File: src/nsc_pkg.sv
`timescale 1ns / 1ps
// ----------------------------------------------------------------------------
// Nearest center search package
// Shared widths, command codes, the query token that travels along the cell
// chain, and the best-candidate merge used by every cell and by the chain tail.
// ----------------------------------------------------------------------------
package nsc_pkg;

    localparam int NUM_CELLS = 64;   // table capacity, one cell per center
    localparam int SLOT_W    = 6;    // table index width
    localparam int COORD_W   = 16;   // signed coordinate width
    localparam int DIFF_W    = COORD_W + 1;
    localparam int SQ_W      = 2 * COORD_W;      // one squared difference
    localparam int DIST2_W   = SQ_W + 1;         // sum of two squares
    localparam int DIST_W    = 17;               // integer root of DIST2_W bits
    localparam int COUNT_W   = 7;                // centers_in_use register
    localparam int ROOT_W    = DIST2_W + 1;      // working root in the iteration
    localparam int IN_DATA_W  = 40;
    localparam int OUT_DATA_W = 56;

    localparam logic CMD_LOAD  = 1'b0;
    localparam logic CMD_QUERY = 1'b1;

    localparam logic [DIST_W-1:0] DIST_NONE = '1;

    // Query token: the query point, the best center so far, and the candidate
    // that the previous cell computed but has not yet compared.
    typedef struct packed {
        logic [COORD_W-1:0] qx;
        logic [COORD_W-1:0] qy;
        logic               have;
        logic [DIST2_W-1:0] best_d2;
        logic [SLOT_W-1:0]  best_idx;
        logic [COORD_W-1:0] best_x;
        logic [COORD_W-1:0] best_y;
        logic               cand_valid;
        logic [DIST2_W-1:0] cand_d2;
        logic [SLOT_W-1:0]  cand_idx;
        logic [COORD_W-1:0] cand_x;
        logic [COORD_W-1:0] cand_y;
    } t_token;

    // Fold the pending candidate into the best. Strict compare keeps the
    // lower index on a tie.
    function automatic t_token nsc_merge(input t_token t);
        t_token r;
        r = t;
        if (t.cand_valid && (!t.have || (t.cand_d2 < t.best_d2))) begin
            r.have     = 1'b1;
            r.best_d2  = t.cand_d2;
            r.best_idx = t.cand_idx;
            r.best_x   = t.cand_x;
            r.best_y   = t.cand_y;
        end
        r.cand_valid = 1'b0;
        return r;
    endfunction

endpackage

File: src/nsc_cell.sv
`timescale 1ns / 1ps
// ----------------------------------------------------------------------------
// Nearest center search cell
// Holds one center, folds the candidate from its left neighbor into the best,
// and computes its own squared distance to the passing query point.
// ----------------------------------------------------------------------------
module nsc_cell (
    input  logic                          i_clk,
    input  logic                          i_rst_n,
    input  logic [nsc_pkg::SLOT_W-1:0]    i_index,
    input  logic [nsc_pkg::COUNT_W-1:0]   i_count,
    input  logic                          i_load,
    input  logic [nsc_pkg::COORD_W-1:0]   i_load_x,
    input  logic [nsc_pkg::COORD_W-1:0]   i_load_y,
    input  logic                          i_valid,
    input  nsc_pkg::t_token               i_token,
    output logic                          o_valid,
    output nsc_pkg::t_token               o_token
);
    import nsc_pkg::*;

    logic [COORD_W-1:0]       r_cx;
    logic [COORD_W-1:0]       r_cy;
    logic                     r_valid;
    t_token                   r_token;
    t_token                   n_token;
    logic signed [DIFF_W-1:0] w_dx;
    logic signed [DIFF_W-1:0] w_dy;
    logic signed [2*DIFF_W-1:0] w_sqx;
    logic signed [2*DIFF_W-1:0] w_sqy;

    always_ff @(posedge i_clk) begin
        if (i_load) begin
            r_cx <= i_load_x;
            r_cy <= i_load_y;
        end
    end

    assign w_dx  = $signed({r_cx[COORD_W-1], r_cx}) -
                   $signed({i_token.qx[COORD_W-1], i_token.qx});
    assign w_dy  = $signed({r_cy[COORD_W-1], r_cy}) -
                   $signed({i_token.qy[COORD_W-1], i_token.qy});
    assign w_sqx = w_dx * w_dx;
    assign w_sqy = w_dy * w_dy;

    always_comb begin
        n_token            = nsc_merge(i_token);
        n_token.cand_valid = ({1'b0, i_index} < i_count);
        n_token.cand_d2    = {1'b0, w_sqx[SQ_W-1:0]} + {1'b0, w_sqy[SQ_W-1:0]};
        n_token.cand_idx   = i_index;
        n_token.cand_x     = r_cx;
        n_token.cand_y     = r_cy;
    end

    always_ff @(posedge i_clk) begin
        if (!i_rst_n) begin
            r_valid <= 1'b0;
        end else begin
            r_valid <= i_valid;
        end
    end

    always_ff @(posedge i_clk) begin
        r_token <= n_token;
    end

    assign o_valid = r_valid;
    assign o_token = r_token;

endmodule

File: config.mk
export PLATFORM = sky130hd
export DESIGN_NAME = nsc_cell
export DESIGN_NICKNAME = d
export VERILOG_FILES = /design/src/nsc_pkg.sv /design/src/nsc_cell.sv
export SDC_FILE = /design/constraint.sdc
export NUM_CORES = 2
export LEC_CHECK = 0
export BUFFER_PORTS_ARGS = -buffer_cell sky130_fd_sc_hd__buf_2
export CELL_PAD_IN_SITES_DETAIL_PLACEMENT = 0
export CELL_PAD_IN_SITES_GLOBAL_PLACEMENT = 1
export CORE_MARGIN = 2
export CORE_UTILIZATION = 50
export CTS_CLUSTER_SIZE = 16
export DETAILED_ROUTE_END_ITERATION = 8
export PLACE_DENSITY = 0.95
export SETUP_SLACK_MARGIN = 0.02
export SYNTH_ARGS = -nofsm -noshare
export SYNTH_HDL_FRONTEND = slang
export SYNTH_SLANG_ARGS = --single-unit
export TNS_END_PERCENT = 20
File: constraint.sdc
create_clock -name i_clk -period 32.2 [get_ports i_clk]
set_input_delay 4.83 -clock i_clk [delete_from_list [all_inputs] [get_ports i_clk]]
set_output_delay 4.83 -clock i_clk [all_outputs]
set_load 0.005 [all_outputs]
* After elaboration in Yosys (flattened, before gate mapping)
Cells that the tools add are included.
** Operators by class
- Multiply operators :: 2
- Order comparisons :: 2
- Mux-type cells :: 1
- Reduce and logical (&&, ||, !) cells :: 3
- Add/subtract/negate cells :: 3
** Operators by type and width (number)
- two-way mux 71 bit :: 1
- multiplier 17 x 17 -> 32 bit :: 2
- subtractor 16 x 16 -> 17 bit :: 2
- adder 32 x 32 -> 33 bit :: 1
- < comparator 33 bit :: 1
- < comparator 6 x 7 -> 1 bit :: 1
- logical AND 1 bit :: 1
- zero test 1 bit :: 1
- logical OR 1 bit :: 1
** Storage, ports and cells
- Logic and storage cells :: 26
- Register bits after elaboration :: 209

* Depth between registers and ports, before layout
- Depth in word-level cells :: 4
- Mapped depth :: 43
- Mapped depth without buffers :: 42

* Least setup slack after synthesis
OpenSTA, ideal clock, no wires.
- Kind :: input -> register
- Start point :: in i_token[160] in the netlist's numbering
- End point :: reg r_token, in the netlist o_token[70]
- Library setup time :: 123 ps
- Data required time :: 32077 ps
- Slack :: 18464 ps
- Arrival :: 13613 ps
- Cell stages on the path :: 40
- Cells stage by stage :: ha_1 > fa_1 > nor2b_1 > o21ai_1 > a21boi_1 > o41a_1 > a21oi_1 > o21bai_1 > a21oi_1 > xnor2_1 > inv_2 > buf_2 > nor2_1 > fa_1 > inv_1 > fa_1 > fa_1 > inv_1 > [4 not listed] > inv_1 > ha_1 > a21oi_1 > o21ai_1 > a21oi_1 > o21ai_1 > a2111oi_0 > nor2_1 > xor2_1 > ha_1 > a21o_1 > a21o_1 > a21o_1 > a21o_1 > a21o_1 > o41ai_1 > o21a_1 > o21ai_0
** RTL lines
- start, declared :: RTL line nsc_cell.sv:16 : input nsc_pkg::t_token i_token,
- end signal, assigned :: RTL line nsc_cell.sv:64 : r_token <= n_token;
- end, declared :: RTL line nsc_cell.sv:25 : t_token r_token;

==> reports/metrics.csv <==
metric;value;unit
critical_path_arrival;15.28;ns
numPortBuffers;401;
critPathMaxStageDelay;0.74;ns
drive_gt1_share;15.0;%
reg2reg_slack;21.26;ns
yosys_register_bits;209;
worstPathRequired;32.63;ns
status;completed;
reg2reg_depth;40;
cp_top_family;adder cells;
rows;86;
finalSetupTns;0;ns
grt_pass1_vias;22000;
dieWidth;239;microns
antenna_found_initial;0;
h-tree-depth;1;
drt_iter0_markers;866;
async_reset_ff_share;0;%
yosys_most_used_dff;dfxtp_1;
maxCapViolCount;0;
drtAntennaViolNets;0;
cts_root_buf;clkbuf_16;
syn_nets;3877;
period_needed;14.85;ns
cp_max_fo;12;
core-area;54800;sq um
r2r_end;o_token[69];
setup-violations-final;0;
holdCritPathClass;reg -> reg;
start_kind;primary input;
hold_start;r_cy[14];
worstSetupEndpointType;register;
hpwl;56900;microns
r2r_start;r_cx[0];
ctsHoldBuffers;0;
rsz0062_at_grt;false;
report.final.hold_viol_count;0;
wl;66900;microns
syn_area_per_cell;9.58;sq um
fin_skew;0.0192;ns
yosysWarnings;0;
synth_top_cell_area_share;37.5;%
criticalPathCategory;in -> reg;
gp_congestion;0.901;
vias_per_cell;5.10;
holdPathEnd;o_token[14];
dr.pass1.iters;7;
postCtsSetupRepairBufs;0;
ios;402;
relSlewSlack;27.6;%
finalMaxSlewViolations;0;
synth-edff-count;32;
dp_slack;16.98;ns
grt_pass1_wl;109000;microns
cts.sinks;209;
die_h;239;microns
cts_tree;built;
die_area;57100;sq um
worstHoldPathCells;0;
synth_top_area_cell;fa_1;
cts.clk_slew.worst_paths;0.07;ns
worst_pin_slew;1.09;ns
vias;20400;
overflow;0;
cts_resized;0;
grt_max_degree;72;
cp_common_cell;fa_1;
finalNetCount;4269;
crit_buf_inv;6;
grt_usage;24.3;%
ys_types;73;
clkLatencyLatePin;0.56;ns
synthCells;2879;
yosys-top-cells-area;fa_1, dfxtp_1, ha_1;
setup_slack;17.35;ns
post_drt_wl_per_cell;16.7;microns
numCtsBuffers;24;
initial_utilization;50.4;%
period_share;46.1;%
area_delta_synth_final;13.2;%
timing.fmax;67.4;MHz
cp_slowest_cell;xnor2_1;
ys_seq_area_share;16.3;%
drc;0;
netlist_area;27600;sq um
clock_path_buffers;3;
[synthesized netlist by cell type, types with 4 or more instances]
cell / n
mux2_1: 71
nand2_1: 220
nand2b_1: 17
buf_2: 9
a21o_1: 46
clkbuf_1: 48
o211ai_1: 7
or2_2: 5
clkinv_1: 4
nor4_1: 5
nor2_1: 231
o21bai_1: 21
nand3_1: 17
nand4_1: 9
xnor2_1: 104
nor3_1: 24
o21ai_1: 12
fa_1: 517
o21ai_0: 51
inv_1: 730
dfxtp_1: 177
xor2_1: 33
edfxtp_1: 32
ha_1: 256
o21a_1: 19
a21oi_1: 91
nor2b_1: 16
inv_2: 9
a211oi_1: 12
or3_1: 4
o2111ai_1: 4
and3_1: 5
[layout make-up]
cell class,instances,area [sq um]
fillers,4851,23600
multi-input cells,1866,20000
flip-flops and latches,209,4500
inverters,743,2790
repair buffers,427,2200
well taps,704,881
clock buffers,29,682
clock inverters,15,106
diodes,2,5.00
[placed cells by master (no fill, tap or decap), types with 21 or more instances in the layout]
cell,n
inv_1,730
fa_1,517
buf_2,401
ha_1,256
nor2_1,231
nand2_1,220
dfxtp_1,177
xnor2_1,104
a21oi_1,91
mux2_1,71
o21ai_0,51
a21o_1,46
xor2_1,33
edfxtp_1,32
clkbuf_16,26
buf_4,26
nor3_1,24
o21bai_1,21
[worst max path at each step]
| stage | startpoint | end | slack (ns) | cells after the start |
|---|---|---|---|---|
| after floorplan | i_token[160] | o_token[70] | 18.46 | 40 |
| after global placement | i_token[160] | o_token[69] | 17.21 | 40 |
| after detailed placement | i_token[160] | o_token[69] | 16.98 | 40 |
| after CTS | i_token[160] | o_token[69] | 17.47 | 40 |
| after global routing | i_token[160] | o_token[69] | 16.73 | 40 |
| final | i_token[160] | o_token[69] | 17.35 | 40 |
[worst reg2reg max path, delay by kind of cell, from the launching register on]
kind | cells | cell delay (ns)
adder cells (fa/ha/maj) | 10 | 4.12
AO/OA/AOI/OAI | 16 | 3.50
XOR/XNOR | 3 | 1.08
AND/OR/NAND/NOR | 5 | 1.02
buffers and inverters | 6 | 0.63
flip-flops | 1 | 0.42
[sequential cells by signal, indices dropped and copies added, names as in the netlist]
register	cells
r_cx	16
o_token	176
r_cy	16
o_valid	1
[metal layers]
layer  GRT usage (%)  share of wire (%)
met1            30.3                 39
met2            42.3                 49
met3            4.53                7.6
met4            8.18                3.5
met5               0                  0
[through the flow]
stage	cells	hold WS (ns)	area (sq um)	util [%]
finish	3995	0.369	31200	57.0
global route	3993	0.384	31200	57.0
CTS	3993	0.367	31200	57.0
detailed placement	3949	0.363	30400	55.5
global placement	3949	0.359	30400	55.5
floorplan	2879	0.348	27600	-
[logic make-up (layout without fill, tap and decap cells)]
group / count (synthesis) / count (layout) / synth area share (%)
buf+inv: 804 / 1214 / 11.0
other cells: 0 / 2 / 0
mux: 73 / 73 / 2.98
fa+ha+maj: 773 / 773 / 49.1
simple gates: 571 / 571 / 8.78
compound gates: 311 / 311 / 7.33
xor+xnor: 138 / 138 / 4.43
flops: 209 / 209 / 16.3
Power is left out: the tool's default activity adds up to more than one toggle a clock period on the data nets, which glitch-free logic cannot reach.
