===== config.mk =====
export PLATFORM = sky130hd
export DESIGN_NAME = nsc_isqrt
export DESIGN_NICKNAME = d
export VERILOG_FILES = /design/src/nsc_pkg.sv /design/src/nsc_isqrt.sv
export SDC_FILE = /design/constraint.sdc
export NUM_CORES = 1
export LEC_CHECK = 0
export ABC_AREA = 1
export BUFFER_PORTS_ARGS = -buffer_cell sky130_fd_sc_hd__buf_2
export CORE_UTILIZATION = 23
export DETAILED_ROUTE_END_ITERATION = 7
export HOLD_SLACK_MARGIN = 0.02
export PLACE_DENSITY = 0.34
export SETUP_SLACK_MARGIN = 0.02
export SLEW_MARGIN = 20
export SYNTH_ARGS = -nofsm -noshare
export SYNTH_HDL_FRONTEND = slang
export SYNTH_SLANG_ARGS = --single-unit

===== constraint.sdc =====
create_clock -name i_clk -period 13.11 [get_ports i_clk]
set_input_delay 1.9665 -clock i_clk [delete_from_list [all_inputs] [get_ports i_clk]]
set_output_delay 1.9665 -clock i_clk [all_outputs]
set_load 0.01 [all_outputs]

===== src/nsc_pkg.sv =====
`timescale 1ns / 1ps
// ----------------------------------------------------------------------------
// Nearest center search package
// Shared widths, command codes, the query token that travels along the cell
// chain, and the best-candidate merge used by every cell and by the chain tail.
// ----------------------------------------------------------------------------
package nsc_pkg;

    localparam int NUM_CELLS = 64;   // table capacity, one cell per center
    localparam int SLOT_W    = 6;    // table index width
    localparam int COORD_W   = 16;   // signed coordinate width
    localparam int DIFF_W    = COORD_W + 1;
    localparam int SQ_W      = 2 * COORD_W;      // one squared difference
    localparam int DIST2_W   = SQ_W + 1;         // sum of two squares
    localparam int DIST_W    = 17;               // integer root of DIST2_W bits
    localparam int COUNT_W   = 7;                // centers_in_use register
    localparam int ROOT_W    = DIST2_W + 1;      // working root in the iteration
    localparam int IN_DATA_W  = 40;
    localparam int OUT_DATA_W = 56;

    localparam logic CMD_LOAD  = 1'b0;
    localparam logic CMD_QUERY = 1'b1;

    localparam logic [DIST_W-1:0] DIST_NONE = '1;

    // Query token: the query point, the best center so far, and the candidate
    // that the previous cell computed but has not yet compared.
    typedef struct packed {
        logic [COORD_W-1:0] qx;
        logic [COORD_W-1:0] qy;
        logic               have;
        logic [DIST2_W-1:0] best_d2;
        logic [SLOT_W-1:0]  best_idx;
        logic [COORD_W-1:0] best_x;
        logic [COORD_W-1:0] best_y;
        logic               cand_valid;
        logic [DIST2_W-1:0] cand_d2;
        logic [SLOT_W-1:0]  cand_idx;
        logic [COORD_W-1:0] cand_x;
        logic [COORD_W-1:0] cand_y;
    } t_token;

    // Fold the pending candidate into the best. Strict compare keeps the
    // lower index on a tie.
    function automatic t_token nsc_merge(input t_token t);
        t_token r;
        r = t;
        if (t.cand_valid && (!t.have || (t.cand_d2 < t.best_d2))) begin
            r.have     = 1'b1;
            r.best_d2  = t.cand_d2;
            r.best_idx = t.cand_idx;
            r.best_x   = t.cand_x;
            r.best_y   = t.cand_y;
        end
        r.cand_valid = 1'b0;
        return r;
    endfunction

endpackage


===== src/nsc_isqrt.sv =====
`timescale 1ns / 1ps
// ----------------------------------------------------------------------------
// Nearest center search integer square root
// Bit-pair restoring square root, one result bit per cycle, rounded down.
// ----------------------------------------------------------------------------
module nsc_isqrt (
    input  logic                          i_clk,
    input  logic                          i_rst_n,
    input  logic                          i_start,
    input  logic [nsc_pkg::DIST2_W-1:0]   i_value,
    output logic                          o_done,
    output logic [nsc_pkg::DIST_W-1:0]    o_root
);
    import nsc_pkg::*;

    logic                 r_busy;
    logic                 r_done;
    logic [DIST2_W-1:0]   r_rem;
    logic [ROOT_W-1:0]    r_root;
    logic [DIST2_W-1:0]   r_bit;
    logic [ROOT_W-1:0]    w_trial;
    logic                 w_take;

    assign w_trial = r_root + {1'b0, r_bit};
    assign w_take  = ({1'b0, r_rem} >= w_trial);

    always_ff @(posedge i_clk) begin
        if (!i_rst_n) begin
            r_busy <= 1'b0;
            r_done <= 1'b0;
        end else begin
            r_done <= 1'b0;
            if (i_start) begin
                r_busy <= 1'b1;
            end else if (r_busy && r_bit[0]) begin
                r_busy <= 1'b0;
                r_done <= 1'b1;
            end
        end
    end

    always_ff @(posedge i_clk) begin
        if (i_start) begin
            r_rem  <= i_value;
            r_root <= '0;
            r_bit  <= {1'b1, {(DIST2_W-1){1'b0}}};
        end else if (r_busy) begin
            if (w_take) begin
                r_rem  <= r_rem - w_trial[DIST2_W-1:0];
                r_root <= (r_root >> 1) + {1'b0, r_bit};
            end else begin
                r_root <= r_root >> 1;
            end
            r_bit <= r_bit >> 2;
        end
    end

    assign o_done = r_done;
    assign o_root = r_root[DIST_W-1:0];

endmodule


Yosys cells after proc, flatten, opt, wreduce, memory -nomap -nowiden. Cells that the tools add are included.

Add/sub/neg operators: 3. Magnitude comparators: 1. Muxes and demuxes: 7. Bitwise logic cells: 1. Reductions and logical operators: 6.

Operator list (number): $mux W33 (3); $add A33 B33 Y34 (1); $add A34 B33 Y34 (1); $ge A33 B34 Y1 (1); $mux W34 (1); $sub A33 B33 Y33 (1); $reduce_bool A2 Y1 (3); $mux W1 (3); $reduce_and A2 Y1 (1); $reduce_or A2 Y1 (1); $logic_and A1 B1 Y1 (1); $not A1 Y1 (1).

Register bits: 86. Bits of input ports: 36. Output and inout bits: 18. Logic and storage cells: 23.

Logic depth before layout (Yosys ltp). Gate-level depths: netlist of the first run.

Depth after elaboration: 5. Depth in mapped cells: 28. Mapped depth without buffers: 27.

Worst setup path before layout of the first run. No wires, ideal clock.

Kind: reg-to-reg. From: register r_root[0]. To: register r_rem[0], enable pin. Setup time: 391 ps. Data arrival time: 4088 ps. Data required time: 12719 ps. Path slack: 8632 ps. Cell stages (with the launch flop): 27. Buffers on the path: 1. Clock period less this slack: 4478 ps. Path through: dfxtp_1 ha_1 ha_1 nand2_1 a21oi_1 nand2_1 a21oi_1 nand2_1 a21oi_2 nand3_1 nand2_1 a21oi_1 xor2_1 ha_1 nand2_1 nor2_1 nand2_1 nor2_2 nand3_1 nor3_1 nand2_1 nand2_2 nand2_4 nand2_4 buf_6 nand2_1 nand2_1.

Longest elaborated chain between the ends: 4.

RTL lines: start, declared (RTL line nsc_isqrt.sv:19) `logic [ROOT_W-1:0] r_root;`; start signal, assigned (RTL line nsc_isqrt.sv:50) `r_root <= (r_root >> 1) + {1'b0, r_bit};`; start signal, assigned (RTL line nsc_isqrt.sv:52) `r_root <= r_root >> 1;`; $add A34 B33 Y34 (RTL line nsc_isqrt.sv:24) `assign w_trial = r_root + {1'b0, r_bit};`; $ge A33 B34 Y1 (RTL line nsc_isqrt.sv:25) `assign w_take = ({1'b0, r_rem} >= w_trial);`; $reduce_bool A2 Y1 (no line); $reduce_and A2 Y1 (no line); end signal, assigned (RTL line nsc_isqrt.sv:44) `r_rem <= i_value;`; end signal, assigned (RTL line nsc_isqrt.sv:49) `r_rem <= r_rem - w_trial[DIST2_W-1:0];`; end, declared (RTL line nsc_isqrt.sv:18) `logic [DIST2_W-1:0] r_rem;`.

Every way passes these cells. A chain may end at the register's enable or synchronous reset.

Worst setup path after layout of the first run.
From: register r_root[8]. To: register r_rem[31], enable pin.

Same word-level chain as after synthesis.

==> out/results.txt, run 1 <==
Most common cell after layout, fill and taps aside = nand2_1
Avg Inst Size Synth = 6.35 µm²
Tcrit/Tclk final = 0.419
Seq/Total Area, Yosys = 0.235
CTS sink cnt = 86
Die Area = 38700 µm²
Worst Path Arrival = 5.50 ns
IO Count = 54
Hold Startpoint = r_root[0]
Clock Tree Buf Depth = 2
CP Max Fanout = 35
Sequential Power Share = 0.248
DRT antenna net count = 0
H-tree Lvls = 3
Standard-cell rows = 70
Most frequent cells in the layout = nand2_1, inv_1, nand3_1, nor2_1, a21oi_1
Final HPWL DP = 25700 µm
Least-Margin Pin Slew = 0.941 ns
Yosys reg bits = 86
DR iter-0 viols = 490
Mapped Nets = 1480
Worst setup path end = r_rem[31]
Worst Setup SP = r_root[8]
Area growth, synth to finish = 10.9%
Port bufs = 53
First-pass GRT wire length = 50500 µm
Pleak = 4.31 nW
CTS tree = yes
Cells after Synth = 1374
Fin Setup TNS = 0 ns
Count of cell types in the netlist = 48
WL final = 32300 µm
FMAX = 182 MHz
Die height = 197 µm
Final instance area = 9670 µm²
Vias in the first global route = 8564
Initial antenna violation count = 0
Worst slew margin = 0.372
Combinational group share of total power = 0.582
Simple-Gate Fraction of Synth Area = 0.330
Final hold viol count = 0
P per Cell Area = 181 nW/µm²
Adder-Cell Fraction of Synth Area = 0.101
P_int = 0.000879 W
Fraction of layout cells with a size suffix above 1 = 0.0806
Hold Path Class = reg -> reg
Pin count of the biggest net entering global routing = 77
Core area = 37000 µm²
Post-place setup slack = 7.54 ns
Crit path kind = reg -> reg
Final nets = 1491
Compound-Gate Fraction of Synth Area = 0.155
Yosys warnings = 0
Synthesized cell area = 8720 µm²
DR vias/cell = 4.57
Starting Density = 0.236
Largest family of logic cells by synthesized area = simple AND/OR/NAND/NOR gates
First drt pass iteration count = 5
Fin crit period = 5.49 ns
R2r startpoint = r_root[8]
Clk root buf = clkbuf_16
Post_cts resized = 0
Drt wl/cell = 17.1 µm
Max cap viols = 0
Clock share of power = 0.171
Post-synthesis mux area share = 0
Remaining global-route overflow = 0
Setup slack after layout = 7.62 ns
Placed inst area = 9340 µm²
Crit path launch type = register
Via Count = 8664
FF-to-FF End = r_rem[31]
Critical Path RT = 13.12 ns
Die X = 197 µm
Worst IR Drop VDD = 0.0000623 V
Clk slew on worst S/H paths = 0.08 ns
Slew Viols, Final = 0
Placer congestion estimate = 0.893
Setup Buffers After CTS = 0
Drc violations = 0
Setup violators final = 0
Min Hold Slack = 0.508 ns
R2r setup slk = 7.62 ns
Sw Pwr = 0.000871 W
RSZ-0062 raised after global routing = false
CTS Hold Buffers Added = 0
Ant diodes = 0
Fillcell total = 4302
Total Routing Usage GR = 0.172
Critical path capture point type = register
Reg2Reg Depth = 23
Total CTS buffers = 9
Final Skew = 0.0123 ns
Post-synthesis xor/xnor area fraction = 0.0643
Run status = complete, no violations
Clock latency on the worst-skew pair = 0.37 ns
PnR Total Power = 0.00175 W
Switching portion of total power = 0.498
cell type report:
class,count,area (µm²),area share
clock buffers,16,335,0.0347
repair buffers,58,305,0.0316
inverters,180,676,0.0698
well taps,504,631,0.0652
multi-input cells,1050,5670,0.586
flip-flops and latches,86,2050,0.212
worst min path at each step:
stage | endpoint | slack [ns] | cells after the start
6_report | r_root[0] | 0.51 | 2
3_3_place_gp | r_root[0] | 0.48 | 2
3_5_place_dp | r_root[0] | 0.49 | 2
5_1_grt | r_root[0] | 0.56 | 2
2_1_floorplan | r_bit[32] | 0.46 | 2
4_1_cts | r_root[0] | 0.50 | 2
worst max-delay path, cell delays in order, from the launching register on:
cell and delay [ns]:
dfxtp_1 0.40, ha_1 0.40, nand2_1 0.13, nor2_2 0.18
o21ai_0 0.14, a21oi_1 0.30, a21boi_0 0.20, o21ai_0 0.38
a21oi_1 0.14, xor2_1 0.18, ha_1 0.35, nand2_1 0.10
nor2_2 0.16, nand2_1 0.08, nor2_2 0.14, nand3_1 0.08
nor3_1 0.21, nand2_1 0.10, nand2_2 0.09, nand2_4 0.25
nand2_4 0.46, nand2_1 0.09, nand2_1 0.07, buf_4 0.45
logic make-up (layout without fill, tap and decap cells):
family                     Yosys count  in the layout
buffers and inverters              238            254
and+or+nand+nor                    672            672
DFF                                 86             86
xor gates and xnor gates            64             64
adders and majority gates           70             70
AOI/OAI and AO/OA                  244            244
per-stage QoR:
stage	cells	utilization
after CTS	1894	0.262
after global placement	1878	0.253
after floorplan	1374	-
after detailed placement	1878	0.253
after global routing	1894	0.262
final	1894	0.262
registers in the layout, indices dropped and copies added (netlist names):
| name | cells |
|---|---|
| o_done | 1 |
| r_bit | 17 |
| r_busy | 1 |
| r_rem | 33 |
| r_root | 34 |
cells in the mapped netlist (all sizes together):
master	instances	area share
clkinv	4	0.0017
o21bai	15	0.013
clkbuf	24	0.010
inv	176	0.076
a221oi	2	0.0020
xor2	33	0.033
o22a	1	0.0010
o211ai	4	0.0034
o21ai	90	0.052
a21o	5	0.0043
buf	34	0.026
o31ai	5	0.0043
ha	69	0.099
a31o	1	0.0010
o221ai	1	0.0010
nor4	2	0.0014
a21boi	2	0.0017
nand3	134	0.079
xnor2	31	0.031
o31a	1	0.0010
nand3b	5	0.0043
o21a	2	0.0017
a21oi	110	0.065
a31oi	3	0.0022
or2	13	0.0093
nor3	14	0.0080
nand4	10	0.0072
edfxtp	33	0.11
fa	1	0.0023
nor2	132	0.060
nand2	362	0.16
o32ai	1	0.0010
dfxtp	53	0.12
a211oi	1	0.00086
metal layers:
layer	routed length, µm	GRT usage
met3	1080	0.0219
met4	592	0.0494
met2	14800	0.286
met1	15800	0.231
met5	0	0
power by group through the flow:
stage	Clock (W)	Combinational (W)	Sequential, W
CTS	0.000310	0.00103	0.000437
finish	0.000299	0.00102	0.000434
global placement	0	0.00103	0.000442
floorplan	0	0.000787	0.000398
detailed placement	0	0.00102	0.000442
global route	0.000316	0.00116	0.000444
(Power assumes the default switching activity.)
==> inputs of run 2 (changes only) <==
--- a/config.mk
+++ b/config.mk
@@ -10,7 +10,7 @@
 export CORE_UTILIZATION = 23
 export DETAILED_ROUTE_END_ITERATION = 7
 export HOLD_SLACK_MARGIN = 0.02
-export PLACE_DENSITY = 0.34
+export PLACE_DENSITY = 0.36
 export SETUP_SLACK_MARGIN = 0.02
 export SLEW_MARGIN = 20
 export SYNTH_ARGS = -nofsm -noshare
==> constraint.sdc (replaced) <==
create_clock -name i_clk -period 4.82 [get_ports i_clk]
set_input_delay 0.723 -clock i_clk [delete_from_list [all_inputs] [get_ports i_clk]]
set_output_delay 0.723 -clock i_clk [all_outputs]
set_load 0.01 [all_outputs]
==> out/results.txt, run 2 (synthesis gave the netlist of run 1 again) <==
Initial antenna violation count = 0
Run status = complete, no violations
Final Skew = 0.00816 ns
P per Cell Area = 482 nW/µm²
Max FFs per register = 34
R2r startpoint = r_root[18]
WL final = 31900 µm
Most used cell, CP = nand2_1
Clk root buf = clkbuf_16
Critical path capture point type = register
Most common cell after layout, fill and taps aside = nand2_1
CP Max Fanout = 16
Clock Tree Buf Depth = 2
Largest Register = r_root
Starting Density = 0.236
Critical Path RT = 4.89 ns
FF-to-FF End = r_rem[24]
CTS Hold Buffers Added = 0
FMAX = 227 MHz
Setup Buffers After CTS = 0
CTS sink cnt = 86
Crit-path slowest cell = ha_1
Least-Margin Pin Slew = 0.918 ns
Final HPWL DP = 25400 µm
Pin count of the biggest net entering global routing = 77
DR vias/cell = 4.54
Setup violators final = 0
Fraction of layout cells with a size suffix above 1 = 0.0959
Fillcell total = 4292
Die height = 197 µm
Crit path launch type = register
R2r setup slk = 0.41 ns
Via Count = 8683
Final hold viol count = 0
Drt wl/cell = 16.7 µm
First drt pass iteration count = 5
Pleak = 4.40 nW
Port bufs = 53
Worst IR Drop VDD = 0.000210 V
Placer congestion estimate = 0.897
Worst setup path end = r_rem[24]
Worst slew margin = 0.388
Die Area = 38700 µm²
Tcrit/Tclk final = 0.914
Largest regs = r_root: 34 flops, r_rem: 33 flops, r_bit: 17 flops
Vias in the first global route = 8534
Drc violations = 0
Total CTS buffers = 9
Clk slew on worst S/H paths = 0.07 ns
IO Count = 54
Slew Viols, Final = 0
RSZ-0062 raised after global routing = false
Die X = 197 µm
Fin Setup TNS = 0 ns
Core area = 37000 µm²
Ant diodes = 0
Worst Setup SP = r_root[18]
Cell family with most CP delay = simple AND/OR/NAND/NOR gates
Max cap viols = 0
Crit path kind = reg -> reg
DR iter-0 viols = 607
Worst Path Arrival = 4.48 ns
Clock latency on the worst-skew pair = 0.36 ns
Standard-cell rows = 70
WP buf/inv = 3
Crit. path cell count = 25
Area growth, synth to finish = 12.5%
PnR Total Power = 0.00473 W
Remaining global-route overflow = 0
Max stage delay on crit path = 0.40 ns
Final nets = 1508
Total Routing Usage GR = 0.168
Reg2Reg Depth = 25
CTS tree = yes
Most frequent cells in the layout = nand2_1, inv_1, nand3_1, nor2_1, a21oi_1
Hold Path Class = reg -> reg
DRT antenna net count = 0
H-tree Lvls = 3
Fin crit period = 4.41 ns
First-pass GRT wire length = 49700 µm
## run 2: cell types whose count changed in the layout (fill, tap and decap cells not counted), sizes merged
cell / change
buf: +16
clkinv: +3
clkbuf: -2
## run 2: worst min path at each step
stage / from / to / slack (ns) / cells after the start
6_report: r_bit[32] / r_bit[32] / 0.50 / 2
5_1_grt: r_root[0] / r_root[0] / 0.54 / 2
4_1_cts: r_root[0] / r_root[0] / 0.50 / 2
3_5_place_dp: r_root[0] / r_root[0] / 0.49 / 2
3_3_place_gp: r_root[0] / r_root[0] / 0.48 / 2
2_1_floorplan: r_bit[32] / r_bit[32] / 0.46 / 2
## run 2: what timing repair did
action                                  4_1_cts  5_1_grt
endpoints found under the setup margin        0       67
endpoints found under the hold margin         0        0
gates resized for setup                       0        9
## run 2: routing by layer
layer	global-route usage	wire length [µm]
met1	0.230	15800
met2	0.282	14700
met3	0.0234	954
met4	0.0287	316
met5	0	0
## run 2: power by group
part | switching, W | internal (W)
logic | 0.00188 | 0.00100
clock network | 0.000327 | 0.000392
registers | 0.000150 | 0.000979
## run 2: area by class of cell
cell class	count	area, µm²	share of cell area
multi-input combinational	1050	5700	0.581
sequential	86	2050	0.209
inverter	180	676	0.0689
tap	504	631	0.0643
timing repair buffer	75	464	0.0473
clock buffer	13	270	0.0275
clock inverter	3	18.8	0.00191
## run 2: per-stage QoR
step	area, µm²	instances	setup WS (ns)	hold WS, ns	utilization
3_3_place_gp	9470	1894	0.259	0.483	0.256
3_5_place_dp	9470	1894	0.289	0.493	0.256
2_1_floorplan	8720	1374	0.342	0.461	-
6_report	9810	1911	0.413	0.505	0.265
4_1_cts	9760	1910	0.275	0.504	0.264
5_1_grt	9810	1911	0.0272	0.537	0.265
## run 2: worst min-delay path, delay by kind of cell, from the launching register on
kind	cells	cell delay [ns]
flops	1	0.35
simple gates	2	0.12
